<file path="src/sv/plim_pkg.sv">
// Package for the piecewise linear interpolator: request and status codes,
// the request record that travels down the pipeline, and fixed widths.
// No dependencies.
`default_nettype none
package plim_pkg;

  localparam logic REQ_QUERY = 1'b0;
  localparam logic REQ_WRITE = 1'b1;

  localparam logic [2:0] ST_INTERP     = 3'd0;
  localparam logic [2:0] ST_CLAMP_LO   = 3'd1;
  localparam logic [2:0] ST_CLAMP_HI   = 3'd2;
  localparam logic [2:0] ST_ZERO_WIDTH = 3'd3;
  localparam logic [2:0] ST_TOO_SMALL  = 3'd4;

  localparam logic       REG_POINTS   = 1'b0;
  localparam logic [6:0] POINTS_RESET = 7'd2;
  localparam logic [6:0] MIN_POINTS   = 7'd2;
  localparam int         POINTS_MAX   = 64;

  // Quotient bits produced by the divider; larger quotients saturate.
  localparam int QBITS = 35;

  typedef struct packed {
    logic        req_type;
    logic [5:0]  idx;
    logic [31:0] pos;
    logic [31:0] val;
    logic [31:0] x;
    logic [6:0]  n;
  } item_t;

endpackage
`default_nettype wire

</file>
<file path="src/sv/plim_search_stage.sv">
// One step of the pipelined binary search, with its own copy of the position
// table. Depends on plim_pkg.
`default_nettype none
module plim_search_stage import plim_pkg::*; #(
  parameter int DEPTH = 64,
  parameter int CW    = 7,
  parameter bit FIRST = 1'b0
) (
  input  wire logic          clk,
  input  wire logic          rst_n,
  input  wire logic          v_i,
  input  wire item_t         item_i,
  input  wire logic [CW-1:0] lo_i,
  input  wire logic [CW-1:0] hi_i,
  input  wire logic [CW-1:0] mid_i,
  input  wire logic [31:0]   rd_i,
  output logic               v_o,
  output item_t              item_o,
  output logic [CW-1:0]      lo_o,
  output logic [CW-1:0]      hi_o,
  output logic [CW-1:0]      mid_o,
  output logic [31:0]        rd_o
);
  localparam int IW = $clog2(DEPTH);

  logic [31:0]   mem [DEPTH];
  logic          v_r;
  item_t         item_r;
  logic [CW-1:0] lo_r, hi_r, mid_r, lo_nxt, hi_nxt, mid_nxt;
  logic [CW:0]   sum;
  logic [31:0]   rd_r;
  logic          we;

  always_comb begin
    lo_nxt = lo_i;
    hi_nxt = hi_i;
    if (!FIRST && (lo_i < hi_i)) begin
      if ($signed(rd_i) < $signed(item_i.x)) lo_nxt = CW'(mid_i + 1'b1);
      else hi_nxt = mid_i;
    end
    sum     = {1'b0, lo_nxt} + {1'b0, hi_nxt};
    mid_nxt = sum[CW:1];
    we      = v_i && (item_i.req_type == REQ_WRITE) && (int'(item_i.idx) < DEPTH);
  end

  always_ff @(posedge clk) begin
    if (!rst_n) v_r <= 1'b0;
    else v_r <= v_i;
    item_r <= item_i;
    lo_r   <= lo_nxt;
    hi_r   <= hi_nxt;
    mid_r  <= mid_nxt;
    if (we) mem[IW'(item_i.idx)] <= item_i.pos;
    rd_r <= mem[IW'(mid_nxt)];
  end

  assign v_o    = v_r;
  assign item_o = item_r;
  assign lo_o   = lo_r;
  assign hi_o   = hi_r;
  assign mid_o  = mid_r;
  assign rd_o   = rd_r;
endmodule
`default_nettype wire

</file>
<file path="config.mk">
export PLATFORM = sky130hd
export DESIGN_NAME = plim_search_stage
export DESIGN_NICKNAME = d
export VERILOG_FILES = /design/src/sv/plim_pkg.sv /design/src/sv/plim_search_stage.sv
export SDC_FILE = /design/constraint.sdc
export NUM_CORES = 2
export LEC_CHECK = 0
export ABC_CLOCK_PERIOD_IN_PS = 4500
export BUFFER_PORTS_ARGS = -buffer_cell sky130_fd_sc_hd__clkbuf_2
export CAP_MARGIN = 20
export CORE_MARGIN = 2
export CORE_UTILIZATION = 55
export CTS_CLUSTER_DIAMETER = 80
export CTS_CLUSTER_SIZE = 28
export DETAILED_ROUTE_END_ITERATION = 10
export PLACE_DENSITY = 0.75
export SLEW_MARGIN = 20
export SYNTH_ARGS = -nofsm -noshare
export SYNTH_HDL_FRONTEND = slang
export SYNTH_SLANG_ARGS = --single-unit
</file>
<file path="constraint.sdc">
create_clock -name clk -period 4.5 [get_ports clk]
set_input_delay 0.225 -clock clk [delete_from_list [all_inputs] [get_ports clk]]
set_output_delay 0.225 -clock clk [all_outputs]
set_load 0.02 [all_outputs]
</file>
==> results.txt <==
----------------------------------------------------
[Final layout]
  Final core utilization ... about two thirds
  Register area ... 0.0648 sq mm
  Layout net count ... 5,280
  Filler Cell Count ... 9,710
  Post-synthesis to final-layout area growth ... 17.4%
  Combined area of the multi-input logic cells ... 0.0188 sq mm
  Final Instance Area ... 0.0983 sq mm
  Most frequent standard cell in the layout excluding fill and tap cells ... sky130_fd_sc_hd__edfxtp_1
  Highest-count cells in the layout ignoring fill and taps ... sky130_fd_sc_hd__edfxtp_1, sky130_fd_sc_hd__nand2_1, sky130_fd_sc_hd__mux4_2, sky130_fd_sc_hd__buf_4, sky130_fd_sc_hd__clkbuf_2
  Fraction of final layout cells with drive strength greater than 1 ... 32.9%

[Critical path]
  Worst Reg2Reg Path Length in Cells ... 5
  List of cells traversed by the critical path ... dlygate4sd3_1 -> clkbuf_2 -> ha_1 -> a21o_1 -> a31oi_2 -> nor2b_4 -> buf_6 -> nand2_4 -> o21ai_4 -> inv_2 -> fa_4 -> buf_12 -> buf_12 -> buf_12 -> mux4_2 -> nand2_1 -> nand2_1 -> o211ai_1 -> nand4_1
  CP max-delay cell ... sky130_fd_sc_hd__fa_4
  Largest driver fanout on the critical path ... 7
  Worst endpoint required time ... ~5 ns
  Kind of critical path ... in2reg
  Register-to-register path setup slack ... 2.47 ns
  Biggest cell delay along the critical path ... 0.94 ns
  Reg-to-reg critical path startpoint ... mem[24][4]
  CP endpoint kind ... flop
  Category of the worst setup path launch point ... input pin
  Beginning of the critical path ... lo_i[6]
  Arr. time, crit path ... 5.09 ns
  Cell seen most often among critical-path stages ... sky130_fd_sc_hd__buf_12
  RR Endpoint ... rd_o[4]

[Pwr]
  Internal power of the cells ... approximately 0.036 W
  Combinational share of power ... 35.6%
  Net switching power of the design ... roughly 0.017 W
  Power Total ... 0.0538 W
  Clock network fraction of design power ... a little over a fifth
  Switching Share ... about a third
  Relative contribution of sequential cells to total power ... 42.8%
  Power per cell area ... 548 mW/mm^2
  Total leakage power ... roughly 33 nW
  IR drop worst, VDD ... 0.380 mV

[Status]
  Status ... complete, no violations

[Detailed routing]
  WL per Instance ... 30.3 um
  Count of antenna-violating nets left after detailed routing ... 0
  Via-to-Cell Ratio ... around 6.3
  Sum of routed wire length over all layers ... 218,000 um
  Drt drc ... 0
  Number of vias in the routed layout ... 45.0k
  Total iterations of the first detailed-routing run ... 6
  Number of DRC violations after detailed-routing iteration 0 ... 5,587

[Logic synthesis]
  Async set-reset flop share out of synthesis ... 0%
  Top_reg_cell synth ... sky130_fd_sc_hd__edfxtp_1
  Yosys synthesis warning count ... 0
  Netlist area before placement ... 0.0838 sq mm
  Number of distinct library cell variants in the gate-level netlist after synthesis ... 57
  Total of flip-flops plus latches after synthesis ... approximately 2.2k
  Post-synth EDFFs ... 2,048
  Sequential share of the synthesized area ... 77.3%
  Syn avg cell area ... 19.9 sq um
  Post-Synthesis Net Count ... about 4.4k
  Post-Synthesis Cells ... 4,210

[STA]
  Final setup TNS ... 0 ns
  Period minus WS final ... between 4 and 5 ns
  Fin crit share ... slightly below 100%
  Final hold slack ... about 0.0067 ns
  Pin slew with the least headroom to its limit ... 1.05 ns
  Final setup vio count ... 0
  Final hold violation count ... 0
  Setup Skew ... 0.0485 ns
  Max Freq ... 0.224 GHz
  Relative slew slack ... between 20% and 30%
  Count of pins over their slew limit ... 0

[Placement]
  Number of I/O port buffers ... 329
  Routability congestion estimate from global placement ... 0.830
  Detailed placement HPWL ... between 100,000 and 150,000 um
  Total cell area at the placement stage ... 0.0925 sq mm

[Hold path]
  Worst min-delay path class ... in2reg
  Terminating pin of the worst hold path ... item_o[74]
  Startpoint of the worst hold path ... item_i[74]
  Hold depth ... 2

[GRT]
  GRT Overall Usage ... 27.8%
  Pin count of the biggest net entering global routing ... 66
  Antenna violations before repair ... 10
  Via count of the first global-routing pass ... 45.6k
  Global-route wire length before repair ... 313,000 um
  Total congestion overflow after global routing ... 0

[CTS]
  Clock latency reported for the late side of the worst-skew pair ... 0.79 ns
  Depth of the CTS H-tree ... 3
  Clock buffers created by TritonCTS ... 105
  Clock transition at the register clock pins on the worst setup and hold paths after CTS ... roughly 0.10 ns
  Maximum buffer depth of the clock tree ... 3
  Clock sink total ... 2,212
  Clk root buf ... sky130_fd_sc_hd__clkbuf_16
  TritonCTS clock tree ... done

[Die]
  Effective utilization at floorplan ... between 50% and 60%
  Y dimension of the die ... 394 um
  Cell Rows ... 143
  Die X-Extent ... 394 um
  CORE AREA ... around 0.15 sq mm
  Total Die Area ... 0.155 sq mm
  IO Pins ... 330

[Flow run]
  Number of violations of the max-capacitance limit ... 0

----------------------------------------------------
[through the flow]
stage	setup WS, ns	instances
finish	0.0314	7187
global route	-0.0789	7184
CTS	-0.0260	7151
detailed placement	-1.17	6822
global placement	-1.12	6822
floorplan	-0.00813	4210
[power by group through the flow]
| stage | clock network [W] | logic (W) | registers (W) |
|---|---|---|---|
| 4_1_cts | 0.0118 | 0.0186 | 0.0230 |
| 6_report | 0.0116 | 0.0192 | 0.0231 |
| 2_1_floorplan | 0 | 0.00980 | 0.0236 |
| 5_1_grt | 0.0124 | 0.0202 | 0.0231 |
| 3_3_place_gp | 0 | 0.0178 | 0.0235 |
| 3_5_place_dp | 0 | 0.0180 | 0.0235 |
[timing repair]
item,in CTS,in global routing
pin swaps,14,32
gates cloned,2,4
hold buffers,116,0
endpoints found under the setup margin,18,32
buffers inserted,19,30
resized for setup,18,84
hold endpoints to repair,105,0
[worst max-delay path by stage]
stage                         end  slack, ns  depth (start not counted)
final                     rd_o[4]       0.03                         19
after global routing      rd_o[8]      -0.08                         26
after global placement    rd_o[8]      -1.12                         27
after detailed placement  rd_o[8]      -1.17                         27
after floorplan           rd_o[0]     -0.008                         25
after CTS                 rd_o[8]      -0.03                         27
[critical path, delay by kind of cell]
family	cells	cell delay, ns
adder cells (fa/ha/maj)	2	1.25
AND/OR/NAND/NOR	5	0.58
buffers and inverters	7	1.32
AO/OA/AOI/OAI	4	1.20
multiplexers	1	0.49
[cell families (layout without fill, tap and decap cells)]
logic type	Yosys count	after routing	synth area share [%]
mux	517	517	13.8
buf+inv	265	1209	1.35
xor+xnor	9	9	0.103
flops	2212	2212	77.3
fa+ha+maj	45	45	0.681
simple gates	970	970	4.82
compound gates	192	192	1.90
other cells	0	3	0
[layout make-up]
| cell class | instances | area share [%] |
|---|---|---|
| tap | 2030 | 2.58 |
| clock buffer | 145 | 2.96 |
| multi-input combinational | 1733 | 19.1 |
| inverter | 44 | 0.183 |
| antenna | 3 | 0.00763 |
| timing repair inverter | 1 | 0.00891 |
| sequential | 2212 | 65.9 |
| timing repair buffer | 972 | 8.59 |
| clock inverter | 47 | 0.678 |
[synthesized netlist by cell type (2+ instances only)]
| library cell | number | area share, % |
|---|---|---|
| sky130_fd_sc_hd__a211oi_1 | 3 | 0.027 |
| sky130_fd_sc_hd__a21o_1 | 6 | 0.054 |
| sky130_fd_sc_hd__a21oi_1 | 14 | 0.084 |
| sky130_fd_sc_hd__a31o_2 | 2 | 0.021 |
| sky130_fd_sc_hd__a31oi_1 | 2 | 0.015 |
| sky130_fd_sc_hd__and4_1 | 2 | 0.021 |
| sky130_fd_sc_hd__buf_1 | 54 | 0.24 |
| sky130_fd_sc_hd__buf_2 | 21 | 0.13 |
| sky130_fd_sc_hd__buf_4 | 9 | 0.081 |
| sky130_fd_sc_hd__buf_6 | 6 | 0.081 |
| sky130_fd_sc_hd__buf_8 | 3 | 0.054 |
| sky130_fd_sc_hd__clkbuf_1 | 128 | 0.57 |
| sky130_fd_sc_hd__dfxtp_1 | 164 | 3.9 |
| sky130_fd_sc_hd__edfxtp_1 | 2048 | 73 |
| sky130_fd_sc_hd__ha_1 | 44 | 0.66 |
| sky130_fd_sc_hd__inv_1 | 43 | 0.19 |
| sky130_fd_sc_hd__mux2i_1 | 3 | 0.036 |
| sky130_fd_sc_hd__mux4_2 | 512 | 14 |
| sky130_fd_sc_hd__nand2_1 | 682 | 3.1 |
| sky130_fd_sc_hd__nand2b_1 | 3 | 0.022 |
| sky130_fd_sc_hd__nand3_1 | 138 | 0.82 |
| sky130_fd_sc_hd__nand3b_1 | 3 | 0.027 |
| sky130_fd_sc_hd__nand4_1 | 39 | 0.29 |
| sky130_fd_sc_hd__nor2_1 | 82 | 0.37 |
| sky130_fd_sc_hd__nor2b_1 | 5 | 0.037 |
| sky130_fd_sc_hd__nor3_1 | 3 | 0.018 |
| sky130_fd_sc_hd__o211ai_1 | 98 | 0.88 |
| sky130_fd_sc_hd__o211ai_2 | 30 | 0.45 |
| sky130_fd_sc_hd__o21a_1 | 3 | 0.027 |
| sky130_fd_sc_hd__o21ai_0 | 19 | 0.11 |
| sky130_fd_sc_hd__o21ai_1 | 2 | 0.012 |
| sky130_fd_sc_hd__o311ai_2 | 3 | 0.058 |
| sky130_fd_sc_hd__o31ai_1 | 3 | 0.027 |
| sky130_fd_sc_hd__or3_1 | 3 | 0.022 |
| sky130_fd_sc_hd__or3b_2 | 2 | 0.021 |
| sky130_fd_sc_hd__xnor2_1 | 6 | 0.063 |
| sky130_fd_sc_hd__xor2_1 | 2 | 0.021 |
[flip-flops by register name, indices dropped and copies added, names as in the netlist]
signal / count
mem: 2048
item_o: 110
rd_o: 32
hi_o: 7
lo_o: 7
mid_o: 7
v_o: 1
[per-layer routing]
layer / GRT usage, % / routed length [um] / vias to the layer above
met4: 9.35 / 7780 / 4
li1: - / - / 18538
met5: 0 / 26 / -
met2: 44.7 / 105000 / 2899
met3: 6.11 / 25700 / 375
met1: 38.1 / 79700 / 23197
No activity file was read; power rests on OpenSTA's default activity.
